<file path="config.mk">
export PLATFORM = sky130hd
export DESIGN_NAME = lfsr_noise_channel_top
export DESIGN_NICKNAME = d
export VERILOG_FILES = /design/src/rtl/lnc_pkg.sv /design/src/rtl/lfsr_noise_channel_top.sv /design/src/rtl/lnc_cfg.sv /design/src/rtl/lnc_ctrl.sv /design/src/rtl/lnc_dp.sv
export SDC_FILE = /design/constraint.sdc
export NUM_CORES = 1
export LEC_CHECK = 0
export BUFFER_PORTS_ARGS = -buffer_cell sky130_fd_sc_hd__buf_2
export CAP_MARGIN = 20
export CORE_MARGIN = 5
export CORE_UTILIZATION = 65
export CTS_CLUSTER_SIZE = 40
export DETAILED_ROUTE_END_ITERATION = 12
export PLACE_DENSITY = 0.93
export SYNTH_ARGS = -nofsm -noshare
export SYNTH_HDL_FRONTEND = slang
export SYNTH_SLANG_ARGS = --single-unit
</file>
<file path="constraint.sdc">
create_clock -name clk -period 9.5 [get_ports clk]
set_input_delay 2.375 -clock clk [delete_from_list [all_inputs] [get_ports clk]]
set_output_delay 2.375 -clock clk [all_outputs]
set_load 0.005 [all_outputs]
</file>
<file path="src/rtl/lnc_pkg.sv">
`timescale 1ns / 1ps
package lnc_pkg;

	localparam int LEN_W   = 22;
	localparam int ENV_W   = 20;
	localparam int PH_W    = 24;
	localparam int ALU_W   = 24;
	localparam int LFSR_W  = 15;
	localparam int DT_W    = 9;
	localparam int VOL_W   = 4;
	localparam int ADDR_W  = 5;
	localparam int DATA_W  = 32;

	localparam logic [LFSR_W-1:0] LFSR_RESET = 15'h7FFF;
	localparam logic [VOL_W-1:0]  VOL_MAX    = 4'hF;

	typedef enum logic {
		OP_TICK    = 1'b0,
		OP_TRIGGER = 1'b1
	} opcode_t;

	typedef enum logic [2:0] {
		REG_LENGTH_LOAD       = 3'd0,
		REG_LENGTH_ENABLE     = 3'd1,
		REG_START_VOLUME      = 3'd2,
		REG_ENVELOPE_INCREASE = 3'd3,
		REG_ENVELOPE_PERIOD   = 3'd4,
		REG_CLOCK_SHIFT       = 3'd5,
		REG_NARROW_MODE       = 3'd6,
		REG_DIVISOR_CODE      = 3'd7
	} reg_idx_t;

	typedef struct packed {
		logic [5:0] length_load;
		logic       length_enable;
		logic [3:0] start_volume;
		logic       envelope_increase;
		logic [2:0] envelope_period;
		logic [3:0] clock_shift;
		logic       narrow_mode;
		logic [2:0] divisor_code;
	} cfg_t;

	typedef struct packed {
		logic       opcode;
		logic [7:0] cycles;
		logic       double_speed;
	} cmd_t;

	typedef struct packed {
		logic signed [4:0] sample;
		logic              channel_active;
	} res_t;

	typedef enum logic [2:0] {
		ST_IDLE,
		ST_LEN_ADD,
		ST_LEN_CHK,
		ST_PH_ADD,
		ST_PH_SUB,
		ST_ENV_ADD,
		ST_ENV_CHK,
		ST_DONE
	} state_t;

	typedef struct packed {
		state_t step;
		logic   accept;
		logic   trig;
		logic   len_we;
		logic   chan_off;
		logic   ph_we;
		logic   shift_en;
		logic   env_we;
		logic   vol_step;
		logic   load_out;
	} ctrl_t;

	typedef struct packed {
		logic ge;
		logic chan_on;
	} stat_t;

endpackage

</file>
<file path="src/rtl/lfsr_noise_channel_top.sv">
`timescale 1ns / 1ps
// One request at a time. Trigger, or tick while off: the done state loads the result.
// Tick while on: length add and check, phase add, phase subtracts for n = LFSR shifts due;
// each shift is one pass of the shared add/subtract unit over the noise phase.
// envelope add and check follow unless the envelope period is 0. A length timeout ends
// the tick at the length check. A stalled earlier result adds its stall.
// Reset: channel off, volume and timers 0, LFSR 0x7FFF, configuration registers 0.
module lfsr_noise_channel_top (
	input  logic                       clk,
	input  logic                       arst_n,
	input  logic                       psel,
	input  logic                       penable,
	input  logic                       pwrite,
	input  logic [lnc_pkg::ADDR_W-1:0] paddr,
	input  logic [lnc_pkg::DATA_W-1:0] pwdata,
	output logic [lnc_pkg::DATA_W-1:0] prdata,
	output logic                       pready,
	input  logic                       cmd_valid,
	output logic                       cmd_stall,
	input  lnc_pkg::cmd_t              cmd,
	output logic                       res_valid,
	input  logic                       res_stall,
	output lnc_pkg::res_t              res
);

	lnc_pkg::cfg_t  cfg;
	lnc_pkg::ctrl_t ctrl;
	lnc_pkg::stat_t stat;

	lnc_cfg u_cfg (
		.clk     (clk),
		.arst_n  (arst_n),
		.psel    (psel),
		.penable (penable),
		.pwrite  (pwrite),
		.paddr   (paddr),
		.pwdata  (pwdata),
		.prdata  (prdata),
		.pready  (pready),
		.cfg     (cfg)
	);

	lnc_ctrl u_ctrl (
		.clk        (clk),
		.arst_n     (arst_n),
		.cmd_valid  (cmd_valid),
		.cmd_opcode (cmd.opcode),
		.cmd_stall  (cmd_stall),
		.res_valid  (res_valid),
		.res_stall  (res_stall),
		.cfg        (cfg),
		.stat       (stat),
		.ctrl       (ctrl)
	);

	lnc_dp u_dp (
		.clk    (clk),
		.arst_n (arst_n),
		.cmd    (cmd),
		.cfg    (cfg),
		.ctrl   (ctrl),
		.stat   (stat),
		.res    (res)
	);

endmodule

</file>
<file path="src/rtl/lnc_cfg.sv">
`timescale 1ns / 1ps
module lnc_cfg (
	input  logic                       clk,
	input  logic                       arst_n,
	input  logic                       psel,
	input  logic                       penable,
	input  logic                       pwrite,
	input  logic [lnc_pkg::ADDR_W-1:0] paddr,
	input  logic [lnc_pkg::DATA_W-1:0] pwdata,
	output logic [lnc_pkg::DATA_W-1:0] prdata,
	output logic                       pready,
	output lnc_pkg::cfg_t              cfg
);

	lnc_pkg::cfg_t     cfg_q;
	lnc_pkg::reg_idx_t idx;
	logic              wr;

	assign idx    = lnc_pkg::reg_idx_t'(paddr[4:2]);
	assign wr     = psel && penable && pwrite;
	assign pready = 1'b1;
	assign cfg    = cfg_q;

	always_ff @(posedge clk or negedge arst_n) begin
		if (!arst_n) begin
			cfg_q <= '0;
		end else if (wr) begin
			unique case (idx)
				lnc_pkg::REG_LENGTH_LOAD:       cfg_q.length_load       <= pwdata[5:0];
				lnc_pkg::REG_LENGTH_ENABLE:     cfg_q.length_enable     <= pwdata[0];
				lnc_pkg::REG_START_VOLUME:      cfg_q.start_volume      <= pwdata[3:0];
				lnc_pkg::REG_ENVELOPE_INCREASE: cfg_q.envelope_increase <= pwdata[0];
				lnc_pkg::REG_ENVELOPE_PERIOD:   cfg_q.envelope_period   <= pwdata[2:0];
				lnc_pkg::REG_CLOCK_SHIFT:       cfg_q.clock_shift       <= pwdata[3:0];
				lnc_pkg::REG_NARROW_MODE:       cfg_q.narrow_mode       <= pwdata[0];
				lnc_pkg::REG_DIVISOR_CODE:      cfg_q.divisor_code      <= pwdata[2:0];
				default: ;
			endcase
		end
	end

	always_comb begin
		prdata = '0;
		unique case (idx)
			lnc_pkg::REG_LENGTH_LOAD:       prdata[5:0] = cfg_q.length_load;
			lnc_pkg::REG_LENGTH_ENABLE:     prdata[0]   = cfg_q.length_enable;
			lnc_pkg::REG_START_VOLUME:      prdata[3:0] = cfg_q.start_volume;
			lnc_pkg::REG_ENVELOPE_INCREASE: prdata[0]   = cfg_q.envelope_increase;
			lnc_pkg::REG_ENVELOPE_PERIOD:   prdata[2:0] = cfg_q.envelope_period;
			lnc_pkg::REG_CLOCK_SHIFT:       prdata[3:0] = cfg_q.clock_shift;
			lnc_pkg::REG_NARROW_MODE:       prdata[0]   = cfg_q.narrow_mode;
			lnc_pkg::REG_DIVISOR_CODE:      prdata[2:0] = cfg_q.divisor_code;
			default: ;
		endcase
	end

endmodule

</file>
<file path="src/rtl/lnc_ctrl.sv">
`timescale 1ns / 1ps
module lnc_ctrl (
	input  logic           clk,
	input  logic           arst_n,
	input  logic           cmd_valid,
	input  logic           cmd_opcode,
	output logic           cmd_stall,
	output logic           res_valid,
	input  logic           res_stall,
	input  lnc_pkg::cfg_t  cfg,
	input  lnc_pkg::stat_t stat,
	output lnc_pkg::ctrl_t ctrl
);

	lnc_pkg::state_t state_q, state_d;
	logic            res_valid_q;

	always_ff @(posedge clk or negedge arst_n) begin
		if (!arst_n) begin
			state_q     <= lnc_pkg::ST_IDLE;
			res_valid_q <= 1'b0;
		end else begin
			state_q <= state_d;
			if (ctrl.load_out) begin
				res_valid_q <= 1'b1;
			end else if (!res_stall) begin
				res_valid_q <= 1'b0;
			end
		end
	end

	assign cmd_stall = (state_q != lnc_pkg::ST_IDLE);
	assign res_valid = res_valid_q;

	always_comb begin
		state_d = state_q;
		unique case (state_q)
			lnc_pkg::ST_IDLE: begin
				if (cmd_valid) begin
					if (cmd_opcode == lnc_pkg::OP_TRIGGER || !stat.chan_on) begin
						state_d = lnc_pkg::ST_DONE;
					end else begin
						state_d = lnc_pkg::ST_LEN_ADD;
					end
				end
			end
			lnc_pkg::ST_LEN_ADD: state_d = lnc_pkg::ST_LEN_CHK;
			lnc_pkg::ST_LEN_CHK: begin
				if (cfg.length_enable && !stat.ge) begin
					state_d = lnc_pkg::ST_DONE;
				end else begin
					state_d = lnc_pkg::ST_PH_ADD;
				end
			end
			lnc_pkg::ST_PH_ADD: state_d = lnc_pkg::ST_PH_SUB;
			lnc_pkg::ST_PH_SUB: begin
				if (!stat.ge) begin
					state_d = (cfg.envelope_period == '0) ? lnc_pkg::ST_DONE
					                                      : lnc_pkg::ST_ENV_ADD;
				end
			end
			lnc_pkg::ST_ENV_ADD: state_d = lnc_pkg::ST_ENV_CHK;
			lnc_pkg::ST_ENV_CHK: state_d = lnc_pkg::ST_DONE;
			lnc_pkg::ST_DONE: begin
				if (!res_valid_q || !res_stall) begin
					state_d = lnc_pkg::ST_IDLE;
				end
			end
			default: state_d = lnc_pkg::ST_IDLE;
		endcase
	end

	always_comb begin
		ctrl      = '0;
		ctrl.step = state_q;
		unique case (state_q)
			lnc_pkg::ST_IDLE: begin
				ctrl.accept = cmd_valid;
				ctrl.trig   = cmd_valid && (cmd_opcode == lnc_pkg::OP_TRIGGER);
			end
			lnc_pkg::ST_LEN_ADD: ctrl.len_we   = 1'b1;
			lnc_pkg::ST_LEN_CHK: ctrl.chan_off = cfg.length_enable && !stat.ge;
			lnc_pkg::ST_PH_ADD:  ctrl.ph_we    = 1'b1;
			lnc_pkg::ST_PH_SUB: begin
				ctrl.ph_we    = stat.ge;
				ctrl.shift_en = stat.ge;
			end
			lnc_pkg::ST_ENV_ADD: ctrl.env_we = 1'b1;
			lnc_pkg::ST_ENV_CHK: begin
				ctrl.env_we   = stat.ge;
				ctrl.vol_step = stat.ge;
			end
			lnc_pkg::ST_DONE: ctrl.load_out = !res_valid_q || !res_stall;
			default: ;
		endcase
	end

endmodule

</file>
<file path="src/rtl/lnc_dp.sv">
`timescale 1ns / 1ps
module lnc_dp (
	input  logic           clk,
	input  logic           arst_n,
	input  lnc_pkg::cmd_t  cmd,
	input  lnc_pkg::cfg_t  cfg,
	input  lnc_pkg::ctrl_t ctrl,
	output lnc_pkg::stat_t stat,
	output lnc_pkg::res_t  res
);

	localparam int AW = lnc_pkg::ALU_W;

	logic                        on_q;
	logic [lnc_pkg::VOL_W-1:0]   vol_q;
	logic [lnc_pkg::LEN_W-1:0]   len_q;
	logic [lnc_pkg::ENV_W-1:0]   env_q;
	logic [lnc_pkg::PH_W-1:0]    ph_q;
	logic [lnc_pkg::LFSR_W-1:0]  sr_q;
	logic                        nb_q;
	logic [lnc_pkg::DT_W-1:0]    dt_q;
	lnc_pkg::res_t               res_q;

	logic [6:0]                  len_units;
	logic [lnc_pkg::LEN_W-1:0]   len_limit;
	logic [lnc_pkg::ENV_W-1:0]   env_limit;
	logic [6:0]                  divisor;
	logic [4:0]                  shamt;
	logic [AW-1:0]               period;

	logic [AW-1:0]               alu_a, alu_b, alu_b_eff;
	logic                        alu_sub;
	logic [AW:0]                 alu_sum;

	logic [lnc_pkg::LEN_W-1:0]   len_sat;
	logic [lnc_pkg::ENV_W-1:0]   env_sat;
	logic [lnc_pkg::LFSR_W-1:0]  sr_next;
	logic                        fb;
	logic [lnc_pkg::VOL_W-1:0]   vol_next;
	logic [4:0]                  vol_ext;

	assign len_units = 7'd64 - {1'b0, cfg.length_load};
	assign len_limit = {len_units, 15'd0};
	assign env_limit = {cfg.envelope_period, 17'd0};
	assign divisor   = (cfg.divisor_code == '0) ? 7'd8 : {cfg.divisor_code, 4'd0};
	assign shamt     = {1'b0, cfg.clock_shift} + 5'd2;
	assign period    = {{(AW-7){1'b0}}, divisor} << shamt;

	// shared add / subtract-compare unit
	always_comb begin
		alu_a   = '0;
		alu_b   = '0;
		alu_sub = 1'b0;
		unique case (ctrl.step)
			lnc_pkg::ST_LEN_ADD: begin
				alu_a = AW'(len_q);
				alu_b = AW'(dt_q);
			end
			lnc_pkg::ST_LEN_CHK: begin
				alu_a   = AW'(len_limit);
				alu_b   = AW'(len_q);
				alu_sub = 1'b1;
			end
			lnc_pkg::ST_PH_ADD: begin
				alu_a = ph_q;
				alu_b = AW'(dt_q);
			end
			lnc_pkg::ST_PH_SUB: begin
				alu_a   = ph_q;
				alu_b   = period;
				alu_sub = 1'b1;
			end
			lnc_pkg::ST_ENV_ADD: begin
				alu_a = AW'(env_q);
				alu_b = AW'(dt_q);
			end
			lnc_pkg::ST_ENV_CHK: begin
				alu_a   = AW'(env_q);
				alu_b   = AW'(env_limit);
				alu_sub = 1'b1;
			end
			default: ;
		endcase
	end

	assign alu_b_eff = alu_sub ? ~alu_b : alu_b;
	assign alu_sum   = {1'b0, alu_a} + {1'b0, alu_b_eff} + (AW+1)'(alu_sub);

	assign stat.ge      = alu_sum[AW];
	assign stat.chan_on = on_q;

	assign len_sat = (|alu_sum[AW-1:lnc_pkg::LEN_W]) ? '1 : alu_sum[lnc_pkg::LEN_W-1:0];
	assign env_sat = (|alu_sum[AW-1:lnc_pkg::ENV_W]) ? '1 : alu_sum[lnc_pkg::ENV_W-1:0];

	always_comb begin
		fb      = sr_q[0] ^ sr_q[1];
		sr_next = {fb, sr_q[lnc_pkg::LFSR_W-1:1]};
		if (cfg.narrow_mode) begin
			sr_next[6] = fb;
		end
	end

	always_comb begin
		vol_next = vol_q;
		if (cfg.envelope_increase) begin
			if (vol_q != lnc_pkg::VOL_MAX) vol_next = vol_q + 4'd1;
		end else begin
			if (vol_q != '0) vol_next = vol_q - 4'd1;
		end
	end

	always_ff @(posedge clk or negedge arst_n) begin
		if (!arst_n) begin
			on_q  <= 1'b0;
			vol_q <= '0;
			len_q <= '0;
			env_q <= '0;
			ph_q  <= '0;
			sr_q  <= lnc_pkg::LFSR_RESET;
			nb_q  <= 1'b0;
		end else begin
			if (ctrl.trig) begin
				on_q  <= 1'b1;
				vol_q <= cfg.start_volume;
				len_q <= '0;
				env_q <= '0;
			end
			if (ctrl.len_we) len_q <= len_sat;
			if (ctrl.chan_off) on_q <= 1'b0;
			if (ctrl.ph_we) ph_q <= alu_sum[AW-1:0];
			if (ctrl.shift_en) begin
				sr_q <= sr_next;
				nb_q <= ~sr_q[0];
			end
			if (ctrl.env_we) begin
				env_q <= (ctrl.step == lnc_pkg::ST_ENV_ADD) ? env_sat
				                                            : alu_sum[lnc_pkg::ENV_W-1:0];
			end
			if (ctrl.vol_step) vol_q <= vol_next;
		end
	end

	always_ff @(posedge clk) begin
		if (ctrl.accept) begin
			dt_q <= cmd.double_speed ? {1'b0, cmd.cycles} : {cmd.cycles, 1'b0};
		end
	end

	assign vol_ext = {1'b0, vol_q};

	always_ff @(posedge clk) begin
		if (ctrl.load_out) begin
			res_q.channel_active <= on_q;
			if (!on_q) begin
				res_q.sample <= '0;
			end else if (!nb_q) begin
				res_q.sample <= $signed(vol_ext);
			end else begin
				res_q.sample <= $signed(5'd0 - vol_ext);
			end
		end
	end

	assign res = res_q;

endmodule

</file>
======== Yosys cells after proc, flatten, opt, wreduce, memory -nomap -nowiden ========
Index checks and enable logic that the tools add are counted.
operators by class
  add/subtract/negate cells ............... 7
  eq/ne operators ......................... 21
  shift operators ......................... 1
  multiplexer cells ....................... 43
  bitwise gates (word level) .............. 3
  reductions and logical operators ........ 37
operators with widths
  operator               number
  $pmux W24 S4           2
  $mux W20               4
  $mux W22               3
  $add A24 B24 Y25       1
  $add A25 B1 Y25        1
  $eq A3 B3 Y1 const B   8
  $mux W24               1
  $mux W4                6
  $not A24 Y24           1
  $pmux W3 S8            1
  $shl A7 B5 Y24         1
  $reduce_and A2 Y1      9
  $mux W3                5
  $eq A3 B2 Y1 const B   4
  $logic_not A3 Y1       4
  $mux W1                11
  $pmux W2 S5            1
  $mux W8                1
  $pmux W1 S8            1
  $reduce_bool A2 Y1     4
  $mux W7                1
  $sub A7 B6 Y7 const A  1
  $eq A3 B1 Y1 const B   2
  $mux W2                3
  22 further kinds       36
word-level totals
  flip-flop bits (word level) ............. 129
  bits of input ports ..................... 54
  output and inout bits ................... 41
  logic and storage cells ................. 135

======== Logic depth before layout (Yosys ltp) ========
Gate-level depths: netlist of the first run.
  word-level depth ........................ 12
  depth in mapped cells ................... 20
  depth with buffers taken out ............ 17

======== Cells and area by module ========
From an unflattened synthesis of the first run, not the netlist that was laid out.
unflattened totals
  cell total of the unflattened synthesis .. 1000
  area, all modules ....................... 9205.1 um^2
by module, submodules not included
  module    instances  cells each  area each (um^2)  seq. area each (um^2)
  lnc_dp    1          834         7425.9            2646.3
  lnc_cfg   1          122         1386.3            575.6
  lnc_ctrl  1          44          392.9             100.1

======== Least setup slack after synthesis of the first run ========
OpenSTA, ideal clock, no wires.
  path type ............................... in2out
  start ................................... input port paddr[4] (netlist bit)
  end ..................................... output port prdata[0] (netlist bit)
  data arrival time ....................... 3354 ps
  data required time ...................... 7125 ps
  setup slack ............................. 3771 ps
  cell stages on the path ................. 7
  path buffers ............................ 2
  cell sequence ........................... clkbuf_1 -> clkbuf_1 -> inv_1 -> a21oi_1 -> o22ai_1 -> o41ai_1 -> nand2_1
between the ends
  longest elaborated chain between the ends .. 2
  elaborated cells between the ends (all ways) .. 9
  those cells by class .................... 7 x eq/ne; 1 x mux; 1 x reduce/logical
ends and longest elaborated chain
  what                                        line                          text
  from (decl)                                 lfsr_noise_channel_top.sv:14  input logic [lnc_pkg::ADDR_W-1:0] paddr,
  $eq A3 B3 Y1, or another cell as far along  lnc_cfg.sv:44                 unique case (idx)
  $pmux W1 S8 *                               lnc_cfg.sv:44
  to (decl)                                   lfsr_noise_channel_top.sv:16  output logic [lnc_pkg::DATA_W-1:0] prdata,
Every way passes the cells marked *; elsewhere a longest branch is shown, timed or not.

======== Final worst setup path of the first run ========
  start ................................... register u_ctrl.state_q[0]
  end ..................................... register u_dp.ph_q[0] (netlist bit)
between the ends
  longest elaborated chain between the ends .. 8
  elaborated cells between the ends (all ways) .. 18
  those cells by class .................... 2 x add/sub; 6 x eq/ne; 5 x mux; 1 x bitwise; 4 x reduce/logical
ends and longest elaborated chain
  what                                        line            text
  from (decl)                                 lnc_ctrl.sv:15  lnc_pkg::state_t state_q, state_d;
  from (signal assigned)                      lnc_ctrl.sv:20  state_q <= lnc_pkg::ST_IDLE;
  from (signal assigned)                      lnc_ctrl.sv:23  state_q <= state_d;
  $eq A3 B1 Y1, or another cell as far along  lnc_dp.sv:54    unique case (ctrl.step)
  $reduce_or A3 Y1 (no line)                  n/a
  $pmux W24 S4                                lnc_dp.sv:54
  $not A24 Y24                                lnc_dp.sv:86    assign alu_b_eff = alu_sub ? ~alu_b : alu_b;
  $mux W24                                    lnc_dp.sv:86
  $add A24 B24 Y25                            lnc_dp.sv:87    assign alu_sum = {1'b0, alu_a} + {1'b0, alu_b_eff} + (AW+1)'(alu_sub);
  $add A25 B1 Y25                             lnc_dp.sv:87
  $pmux W1 S2                                 lnc_ctrl.sv:76  unique case (state_q)
  to (signal assigned)                        lnc_dp.sv:130   if (ctrl.ph_we) ph_q <= alu_sum[AW-1:0];
  to (decl)                                   lnc_dp.sv:18    logic [lnc_pkg::PH_W-1:0] ph_q;
Several ways; a longest one is shown, not always the timed one.
A chain may end at the register's enable or synchronous reset.

==> run summary, run 1 <==
The number of different library cells used by synthesis comes to 77. Clock-pin slew was measured on the worst setup and hold paths at 0.06 ns. The run gives 1054 as the number of cells produced by synthesis. The routed design could run at a clock period as short as 6.065 ns. Across the routed clock network, the largest skew measured is 0.01055 ns. In this run the worst hold path is classified as reg2reg.

The first-pass GRT wire length is 43530 um, and the simple-gate area share of the yosys netlist is 13.68%. Clock tree synthesis found a total of 129 sinks. The longest individual stage delay on the worst path works out to 0.75 ns.

The library cells used most frequently in the layout, excluding fill and tap cells, are a21oi_1, dfrtp_1, nor2_1, nand2_1, mux2_2. The run gives 0 as the final global-route overflow total. The critical path is of the reg2reg type.

The number of global-route vias before repair was 8488; the number of resized instances in the post-cts repair step was 0. For the detailed placement HPWL, the log shows 17560 um. After routing, the total negative slack on setup checks comes to 0 ns.

The repair_antennas step left the layout with diodes totalling 0. In the routed design, unresolved DRC markers number 0. After synthesis the cells add up to 9300 um2.

Setup repair after global routing left no endpoint under its margin. The period utilization came out at 63.84%. The average instance in the mapped netlist occupies 8.824 um2. TritonCTS built the clock tree.

The count of buffers inserted at the top-level ports came out at 39. The largest individual stage delay along the critical path comes from the cell buf_4. Entering global routing, the biggest net connects 94 pins. Buffers inserted to repair hold after CTS numbered 0. In the routed layout, each cell is associated on average with a via count of 7.098. The H-tree was split into 4 levels.

The post-synthesis share of cell area spent on xor and xnor gates is 2.637%. The count of pins over their slew limit is 0, and the horizontal extent of the die is 129.6 um. The tools report the nature of the critical path endpoint as a flop. The setup fix buffers added after clock tree synthesis was 0. The floorplan has 43 rows. Final antenna-violating net count: 0.

The synthesized netlist devotes 25.98% of its cell area to compound gates. In this run the count of I/O pins placed on the die edge is 95. The die is 129.6 um tall. The sequential cell area fraction in the yosys report is 35.72%.

Walking the worst path, the cells encountered are buf_4, inv_1, nor2_1, buf_4, a21oi_1, a21o_1, fa_1, nor2b_1, o21bai_1, a31oi_1, a31oi_1, o211ai_1, a21oi_2, buf_4, o21ai_2, buf_4, mux2_2. The type of element launching the critical path was a flop. The initial DRC count was 1382; the last weighted congestion value of the routability-driven placer was 0.9865. The final setup violation count came out at 0. For this run, asynchronously set or reset flops after synthesis account for 88.37%. Data on the critical path arrives at its endpoint at 6.39 ns. The die covers 16800 um2.

The multiplexer share of the synthesized area is 9.646%. The synthesized netlist devotes 4.332% of its cell area to adder and majority cells. Global routing used 32.84% of the available tracks across all layers.

The dominant combinational cell family by area after synthesis was compound AO/OA/AOI/OAI gates. For this run, the leading register cell type out of synthesis is dfrtp_1. The synthesis-to-layout area growth came out at 7.911%. The worst-case clock buffer depth came out at 2.

The cell sitting at the root of the clock tree is a clkbuf_16. For the pin with the worst max-slew slack, the measured transition is 0.9885 ns. Share of cells above drive strength 1: 18.69%. In this design, the critical path's most frequently occurring cell is buf_4. For this configuration, the core starts out at a cell density of 66.74%. The hold violation count in the final report was 0; the number of nets in the layout was 1137. The required arrival time at the worst endpoint was 9.82 ns.

The number of maximum-capacitance violations was 0; the initial antenna violation count was 0. Highest clock rate: 164.9 MHz. The clock reaches the later pin of the worst-skew pair after 0.44 ns. The flow ran to the end, and the final reports show no timing, DRC or antenna violations. In this run the tightest slew margin relative to its limit is 34.10%.

Clock tree synthesis inserted a total of 17 buffers. The Yosys warning count is 0. The pre-antenna-repair detailed-routing pass consisted of 5 iterations. The detail-routed net length per standard cell came out at 22.08 um. The library cell used most frequently in the layout, excluding fill and tap cells, is a21oi_1.

The via count is 8837. The top fanout value on the critical path was 89; the routed wire length was 27490 um. The flip-flop and latch count after synthesis is 129.

Yosys mapped a number of flops with a built-in enable equal to 15. The tools report the core area as 13930 um2.
## flip-flops by register name, summed over array words and instances, names as in the netlist
register,count
u_dp.nb_q,1
u_dp.vol_q,4
u_dp.sr_q,15
u_ctrl.state_q,3
u_dp.on_q,1
u_dp.len_q,22
u_dp.dt_q,9
u_dp.res,6
u_dp.ph_q,24
u_ctrl.res_valid,1
u_cfg.cfg,23
u_dp.env_q,20
## through the flow
| step | worst slack, ns | util [%] | hold WS [ns] | instance area, um2 | instances |
|---|---|---|---|---|---|
| final | 3.435 | 72.02 | 0.5189 | 10040 | 1245 |
| after global routing | 3.321 | 72.02 | 0.5350 | 10040 | 1245 |
| after CTS | 3.700 | 71.82 | 0.5117 | 10010 | 1244 |
| after detailed placement | 3.728 | 67.76 | 0.4904 | 9442 | 1212 |
| after global placement | 3.753 | 67.68 | 0.4743 | 9430 | 1211 |
| after floorplan | 3.771 | - | 0.4570 | 9394 | 1079 |
## cell families after synthesis
group,Yosys count
AO/OA/AOI/OAI,356
adder cells (fa/ha/maj),31
multiplexers,81
XOR/XNOR,28
AND/OR/NAND/NOR,268
buffers and inverters,159
other,2
flip-flops,129
## path summary, 6_finish.rpt
path                                  endpoint               from  slack (ns)  depth (start not counted)
worst min register to register   u_dp.ph_q[22]      u_dp.ph_q[22]        0.52                          1
worst max-delay path              u_dp.ph_q[0]  u_ctrl.state_q[0]        3.44                         17
worst min-delay path             u_dp.ph_q[22]      u_dp.ph_q[22]        0.52                          1
max in group asynchronous       u_dp.len_q[12]             arst_n        6.67                          3
worst max register to register    u_dp.ph_q[0]  u_ctrl.state_q[0]        3.44                         17
min in group asynchronous            u_dp.nb_q             arst_n        1.88                          1
## Yosys cell counts, drive strengths merged, types with 18 or more instances
| cell type | instances | area [um2] |
|---|---|---|
| nor3 | 28 | 150.1 |
| a21oi | 124 | 624.4 |
| mux2 | 66 | 747.0 |
| buf | 44 | 305.3 |
| a31oi | 25 | 156.4 |
| ha | 29 | 362.9 |
| nand2 | 77 | 296.5 |
| inv | 57 | 214.0 |
| o31ai | 18 | 135.1 |
| dfrtp | 99 | 2477 |
| o21ai | 61 | 305.3 |
| clkbuf | 58 | 217.7 |
| nor2 | 86 | 322.8 |
| o221ai | 20 | 250.2 |
## critical path: cells and delay by family, from the launching register on
kind / cells / cell delay [ns]
AOI/OAI and AO/OA: 8 / 2.11
buffers and inverters: 5 / 2.13
muxes: 1 / 0.40
and+or+nand+nor: 2 / 0.50
DFF: 1 / 0.33
adders and majority gates: 1 / 0.44
## layer usage
metal  wire length [um]  share of wire, %  vias up  track usage (%)
met5                  0                 0        -                0
met2              12780                47      669            51.96
met4               1192               4.3        0            16.14
met1              10270                37     4205            42.41
li1                   -                 -     3827                -
met3               3238                12      136            7.914
## final cells by class
type,instances,area (um2)
Multi-Input combinational cell,791,5355
Fill cell,946,3899
Sequential cell,129,3326
Clock buffer,22,465.4
Timing Repair Buffer,56,349.1
Tap cell,180,225.2
Inverter,57,214.0
Clock inverter,10,101.3
Power of run 1 is left out: the tool's default activity adds up to more than one toggle a clock period on the data nets, which glitch-free logic cannot reach.
==> run 2: changes to the inputs <==
--- a/config.mk
+++ b/config.mk
@@ -5,13 +5,14 @@
 export SDC_FILE = /design/constraint.sdc
 export NUM_CORES = 1
 export LEC_CHECK = 0
+export ABC_AREA = 1
 export BUFFER_PORTS_ARGS = -buffer_cell sky130_fd_sc_hd__buf_2
 export CAP_MARGIN = 20
 export CORE_MARGIN = 5
-export CORE_UTILIZATION = 65
+export CORE_UTILIZATION = 54
 export CTS_CLUSTER_SIZE = 40
 export DETAILED_ROUTE_END_ITERATION = 12
-export PLACE_DENSITY = 0.93
+export PLACE_DENSITY = 0.84
 export SYNTH_ARGS = -nofsm -noshare
 export SYNTH_HDL_FRONTEND = slang
 export SYNTH_SLANG_ARGS = --single-unit
==> constraint.sdc (replaced) <==
create_clock -name clk -period 5.13 [get_ports clk]
set_input_delay 1.2825 -clock clk [delete_from_list [all_inputs] [get_ports clk]]
set_output_delay 1.2825 -clock clk [all_outputs]
set_load 0.005 [all_outputs]
==> run summary, run 2 <==
The number of synthesized flops with an enable pin works out to 15. The slew at the pin with the worst max-slew slack works out to 0.8919 ns. The first global-routing pass estimated 36540 um of wire. In this run, CTS created clock tree buffers numbering 17.

The share of cells above drive strength 1 was 10.20%. Entering global routing, the biggest net connects 53 pins. The number of standard-cell rows in the floorplan came out at 45.

The repair_antennas step left the layout with diodes totalling 0. In the routed layout, each cell is associated on average with a via count of 5.619. First-pass detailed-route iteration total: 5. Global routing consumed, over all layers together, 25.81% of the routing resources. After clock tree synthesis, the clock-pin slew on the worst setup and hold paths is 0.06 ns.

For the Yosys warning count, the log shows 0. After clock tree synthesis, the repair step resized 0 gates. The number of nets in the layout was 1229. The kind of cell with the highest combined delay along the critical path is simple AND/OR/NAND/NOR gates. After detailed routing, the number of remaining DRC violations is 0.

In this run the worst hold path is classified as reg2reg. The sequential cell area is 3322 um2, and the post-layout worst setup margin is 0.3741 ns. In the post-synthesis netlist, the biggest area contributors are dfrtp_1, nand2_1, o21ai_0, inv_1, edfxtp_1.

The tools report the top-level port count as 95. The tools report the number of H-tree levels as 4. Setup repair after global routing left no endpoint under its margin. The initial antenna violation count was 1.

In the layout the commonest cells are nand2_1, inv_1, o21ai_0, dfrtp_1, nor2_1. The netlist area before placement is 8188 um2, and the detailed placement HPWL is 15710 um. Once the floorplan was initialized, standard cells occupied 54.47% of the core. Summing all multi-input logic gate instances after layout gives 4063 um2. The endpoint arrival time on the critical path was 5.05 ns. Worst slew margin relative to its limit: 40.32%. The detail-routed net length per standard cell was 16.40 um; the final antenna-violating net count was 0. For flop-to-flop paths, the worst setup slack is 0.37 ns.

After the first detailed-routing iteration, the DRC count stood at 765. For the final database, setup skew stands at 0.01297 ns. The highest clock rate was 210.3 MHz. STA puts the critical path data required time at 5.42 ns. Cell count along the critical path: 21. Origin of the worst setup path: u_ctrl.state_q[0]. At the placement stage, the worst setup path has a slack of 0.5810 ns.

Counting along the longest clock path gives a buffer depth of 2. The flow ran to the end, and the final reports show no timing, DRC or antenna violations. The register with the most flip-flops in the layout has 24 of them. The tools report the hold violation count in the final report as 0.

For this run, the leading register cell type out of synthesis is dfrtp_1. Along the worst path, the maximum fanout reaches 17. The count of buffers inserted at the top-level ports is 39, and the count of distinct cell types in the synthesized netlist is 49. The tools report the number of cells produced by synthesis as 1103. In the finished design, the share of the clock period the worst path needs comes to 92.71%. TritonCTS built the clock tree.

The worst setup path is of the reg2reg kind. The number of maximum-capacitance violations is 0, and the clock sink count is 129. Traced cell by cell, the critical path runs through inv_2, nand2_1, nor2_1, inv_1, nor2_1, inv_1, nor2_1, a221oi_1, ha_1, nand2_1, nor2_1, nor3b_1, nand3_1, nand3_1, a21oi_1, xor2_1, nand2_2, inv_2, nand2_1, nand2_1, o21ai_0. The tools report the count of pins over their slew limit as 0. The setup TNS after final layout came out at 0 ns.

The launch point of the worst hold path was u_dp.env_q[7]. The number of cells on the worst reg-to-reg path is 21. The master cell of the clock root buffer was clkbuf_16. STA classifies the critical path endpoint as a flop. In the post-synthesis netlist, the cell with the most instances is nand2_1. Routed wire length: 22050 um.

The sequential cell area fraction in the yosys report was 40.57%. The core area was 15030 um2. For this run the aggregate overflow at the end of global routing stands at 0. The master of the slowest instance on the critical path was dfrtp_1. The number of global-route vias before repair is 7270. Dividing the synthesized area by the synthesized cell count gives 7.423 um2. The tools report the worst flop-to-flop path endpoint as u_dp.len_q[17].

Routability-driven placement finished with a final weighted congestion of 0.9752. The die is 133.1 um tall. In this design, the stage delay of the slowest critical-path cell is 0.56 ns.

The worst path in the final design needs a cycle of 4.756 ns, including I/O delays and setup. End point of the critical path: u_dp.len_q[17]. At the later pin of the worst-skew pair, clock insertion delay measures 0.44 ns.

The run gives 0 as the setup fix buffers added after clock tree synthesis. Synthesis inferred 129 register bits. The commonest cells after synthesis are nand2_1, inv_1, o21ai_0. The final setup violation count is 0, and the horizontal extent of the die is 133.1 um. Synthesis-to-layout area growth: 11.06%. In this run the critical register-to-register path is launched from u_ctrl.state_q[0]. The area share of the largest cell type after synthesis is 30.26%, and the hold buffer count at cts is 0.

The die area is 17720 um2. Across all layers, the routed design uses 7558 vias. The filler cell count is 1377.

Commonest non-fill, non-tap cell in the layout: nand2_1. Critical path buffer and inverter count: 4. Summed over all instances, the cell type with the most area after synthesis is dfrtp_1. The share of async-settable or async-resettable flops after synthesis works out to 88.37%. Type of element launching the critical path: a flop.

The register ranked first by flip-flop count is u_dp.ph_q.
run 2: final cells by class:
class                      instances  area share, %
multi-input combinational        792          44.68
sequential                       129          36.53
inverter                         148          6.109
clock buffer                      18          4.953
timing repair buffer              56          3.715
tap                              188          2.587
clock inverter                    14          1.431
run 2: tightest hold or removal path, stage by stage, from the launching register on:
cell and delay (ns):
dfrtp_1 0.34, nand2_1 0.05, nand2_1 0.05
run 2: metrics by stage:
| step | hold slack [ns] | instances | area, um2 | utilization, % |
|---|---|---|---|---|
| after floorplan | 0.4490 | 1128 | 8282 | - |
| after global placement | 0.4643 | 1313 | 8513 | 56.63 |
| after detailed placement | 0.4653 | 1313 | 8513 | 56.63 |
| after CTS | 0.4821 | 1345 | 9094 | 60.49 |
| after global routing | 0.4946 | 1345 | 9094 | 60.49 |
| final | 0.4793 | 1345 | 9094 | 60.49 |
run 2: routing by layer:
metal | global-route usage (%) | up-vias | share of wire, %
met3 | 7.137 | 62 | 8.3
met2 | 40.52 | 299 | 46
met4 | 10.63 | 2 | 3.0
met1 | 33.91 | 3514 | 43
li1 | - | 3681 | -
met5 | 0 | - | 0.059
run 2: cells by family (layout without fill, tap and decap cells):
logic type | after synthesis | in the layout | synth area share (%)
compound gates | 260 | 260 | 18.34
flops | 129 | 129 | 40.57
fa+ha+maj | 31 | 31 | 4.921
mux | 1 | 1 | 0.1375
xor+xnor | 24 | 24 | 2.567
simple gates | 449 | 449 | 22.42
other cells | 2 | 27 | 0.09172
buf+inv | 207 | 236 | 10.96
run 2: how the worst min path moves through the flow:
stage,cells past startpoint,to
floorplan,2,u_dp.env_q[0]
global placement,2,u_dp.env_q[11]
detailed placement,2,u_dp.env_q[7]
CTS,2,u_dp.env_q[7]
global route,2,u_dp.env_q[7]
finish,2,u_dp.env_q[7]
Power of run 2 is left out for the same reason.
==> run 3: changes to the inputs <==
--- a/config.mk
+++ b/config.mk
@@ -9,10 +9,10 @@
 export BUFFER_PORTS_ARGS = -buffer_cell sky130_fd_sc_hd__buf_2
 export CAP_MARGIN = 20
 export CORE_MARGIN = 5
-export CORE_UTILIZATION = 54
+export CORE_UTILIZATION = 30
 export CTS_CLUSTER_SIZE = 40
 export DETAILED_ROUTE_END_ITERATION = 12
-export PLACE_DENSITY = 0.84
+export PLACE_DENSITY = 0.53
 export SYNTH_ARGS = -nofsm -noshare
 export SYNTH_HDL_FRONTEND = slang
 export SYNTH_SLANG_ARGS = --single-unit
==> constraint.sdc (replaced) <==
create_clock -name clk -period 4.55 [get_ports clk]
set_input_delay 1.1375 -clock clk [delete_from_list [all_inputs] [get_ports clk]]
set_output_delay 1.1375 -clock clk [all_outputs]
set_load 0.005 [all_outputs]
==> run summary, run 3 (synthesis gave the netlist of run 2 again) <==
Traced cell by cell, the critical path runs through ha_2, inv_1, o21ai_1, nand2_1, o21ai_0, o21ai_0, ha_1, nand2_1, nor2_1, nor3b_1, nand3_1, nand3_1, a21oi_1, xor2_1, nand2_2, buf_4, o21ai_0, o21ai_0. The die covers 30700 um2. The worst-skew pair later-pin latency was 0.43 ns; the count of buffers inserted at the top-level ports was 39. The first global-routing pass estimated 39100 um of wire.

The clock edge transition at the registers on the reported setup and hold paths is 0.06 ns, and the cell area after placement is 8840 um2. Setup total negative slack on the finished layout was measured at 0 ns. The nature of the critical path endpoint was a flop. u_dp.ph_q holds more flip-flops than any other register. For the pin with the worst max-slew slack, the measured transition is 0.7764 ns. The share of cells above drive strength 1 is 11.71%.

The tool flagged a number of max-cap violations equal to 0. Once the clock tree was built, the resizer swapped 0 gates to a different size. The area growth from synthesis to layout is 15.45%.

Summing all multi-input logic gate instances after layout gives 4074 um2. The net count of the finished layout is 1242. Entering global routing, the biggest net connects 59 pins.

The flow ran to the end, and the final reports show no timing, DRC or antenna violations. The clock sink count is 129, and the last weighted congestion value of the routability-driven placer is 0.9602. Detailed placement finished with a half-perimeter wire length of 17770 um. Measured along the y axis, the die boundary spans 175.2 um.

The via count is 7481, and the count of pins over their slew limit is 0. Post-detailed-route via-to-cell ratio: 4.951. The top-level port count was 95. The root buffer cell chosen for the clock tree is clkbuf_16. The initial utilization of the core area, before any placement, comes to 30.38%. The run gives 7176 as the number of global-route vias before repair. Class of the most critical hold timing path: reg2reg. The endpoint arrival time on the critical path was 4.45 ns; the finished layout cell area was 9453 um2.

For this run, the total global-route usage over all layers was measured as 16.00%. The top cell types in the final layout, fill and taps aside, are nand2_1, inv_1, o21ai_0, dfrtp_1, nor2_1. The initial antenna violation count is 0, and the number of CTS-inserted buffers is 17. The period utilization is 91.72%.

The first routing iteration left 626 violations. After clock tree synthesis, the setup repair step added 0 buffers. The horizontal extent of the die was 175.2 um; the total DRC errors in the routed layout was 0. Measured against its own limit, the worst slew margin works out to 48.24%. Setup violations remaining at the end of the flow were counted as 0. Setup repair after global routing left no endpoint under its margin. The routed design could run at a clock period as short as 4.173 ns.

The floorplan has 60 rows. For the hold violation count in the final report, the log shows 0. For this design, the CTS-stage hold fixing added 0 buffers. The worst-case clock buffer depth came out at 2. CTS built an H-tree with a depth of 4.

Commonest non-fill, non-tap cell in the layout: nand2_1. Clock skew on the completed layout was measured at 0.01401 ns. Once detail routing completed, the nets flagged for antenna violations numbered 0.

The final global-route overflow total came out at 0. The longest individual stage delay on the worst path works out to 0.49 ns. Most common cell type on the critical path: o21ai_0.

The critical path in this run is classified as reg2reg. Summed over all layers, the routed wires come to 24130 um. The type of element launching the critical path is a flop.

The critical path buffer and inverter count is 2. The run gives 26950 um2 as the core area. TritonCTS built the clock tree. 0 antenna diodes ended up in the layout. Static timing analysis puts the maximum clock frequency at 239.6 MHz.

The detail-routed net length per standard cell was 15.97 um; the required arrival time at the worst endpoint was 4.83 ns. The register with the most flip-flops in the layout has 24 of them. The run gives 6 as the first-pass detailed-route iteration total. The slowest stage of the critical path belongs to the cell dfrtp_2. In the final layout, flip-flops and latches occupy 3326 um2. The filler cell count is 2827.

Broken down by cell family, the worst path's largest delay share belongs to simple AND/OR/NAND/NOR gates. In this run the worst path has a maximum fanout of 12.
run 3: cell types whose count changed in the layout (fill, tap and decap cells not counted), sizes merged:
cell,previous run,this run
buf,56,69
clkbuf,18,20
clkinv,4,5
clkinvlp,1,0
inv,157,155
run 3: tightest hold or removal path, delay by kind of cell (launching register included):
kind / cells / cell delay [ns]
and+or+nand+nor: 2 / 0.11
DFF: 1 / 0.34
run 3: worst paths after layout:
path,from,endpoint,slack [ns],depth (start not counted)
max,u_cfg.cfg[5],u_dp.len_q[18],0.38,18
min,u_dp.env_q[4],u_dp.env_q[4],0.48,2
max reg2reg,u_cfg.cfg[5],u_dp.len_q[18],0.38,18
min reg2reg,u_dp.env_q[4],u_dp.env_q[4],0.48,2
max in group asynchronous,arst_n,u_dp.ph_q[13],2.98,2
min in group asynchronous,arst_n,u_dp.on_q,0.79,1
run 3: per-layer routing:
metal  wire length [um]  vias to the layer above  global-route usage, %
li1                   -                     3710                      -
met1              11500                     3516                  22.80
met2              10710                      213                  24.65
met3               1349                       42                  2.618
met4                566                        0                  5.434
met5                  0                        -                      0
run 3: stage by stage:
step / hold WS [ns] / util [%] / setup WS (ns) / cells
5_1_grt: 0.5058 / 35.07 / 0.01387 / 1511
3_3_place_gp: 0.4664 / 32.80 / 0.2157 / 1479
6_report: 0.4823 / 35.07 / 0.3768 / 1511
3_5_place_dp: 0.4662 / 32.80 / 0.1943 / 1479
4_1_cts: 0.4835 / 35.01 / 0.1460 / 1511
2_1_floorplan: 0.4490 / - / 0.9429 / 1128
run 3: layout make-up:
| type | count | area share, % |
|---|---|---|
| inverters | 148 | 5.903 |
| clock inverters | 12 | 1.125 |
| repair buffers | 69 | 5.003 |
| flip-flops and latches | 129 | 35.18 |
| clock buffers | 20 | 5.175 |
| multi-input cells | 792 | 43.10 |
| well taps | 341 | 4.514 |
Power of run 3 is left out for the same reason.
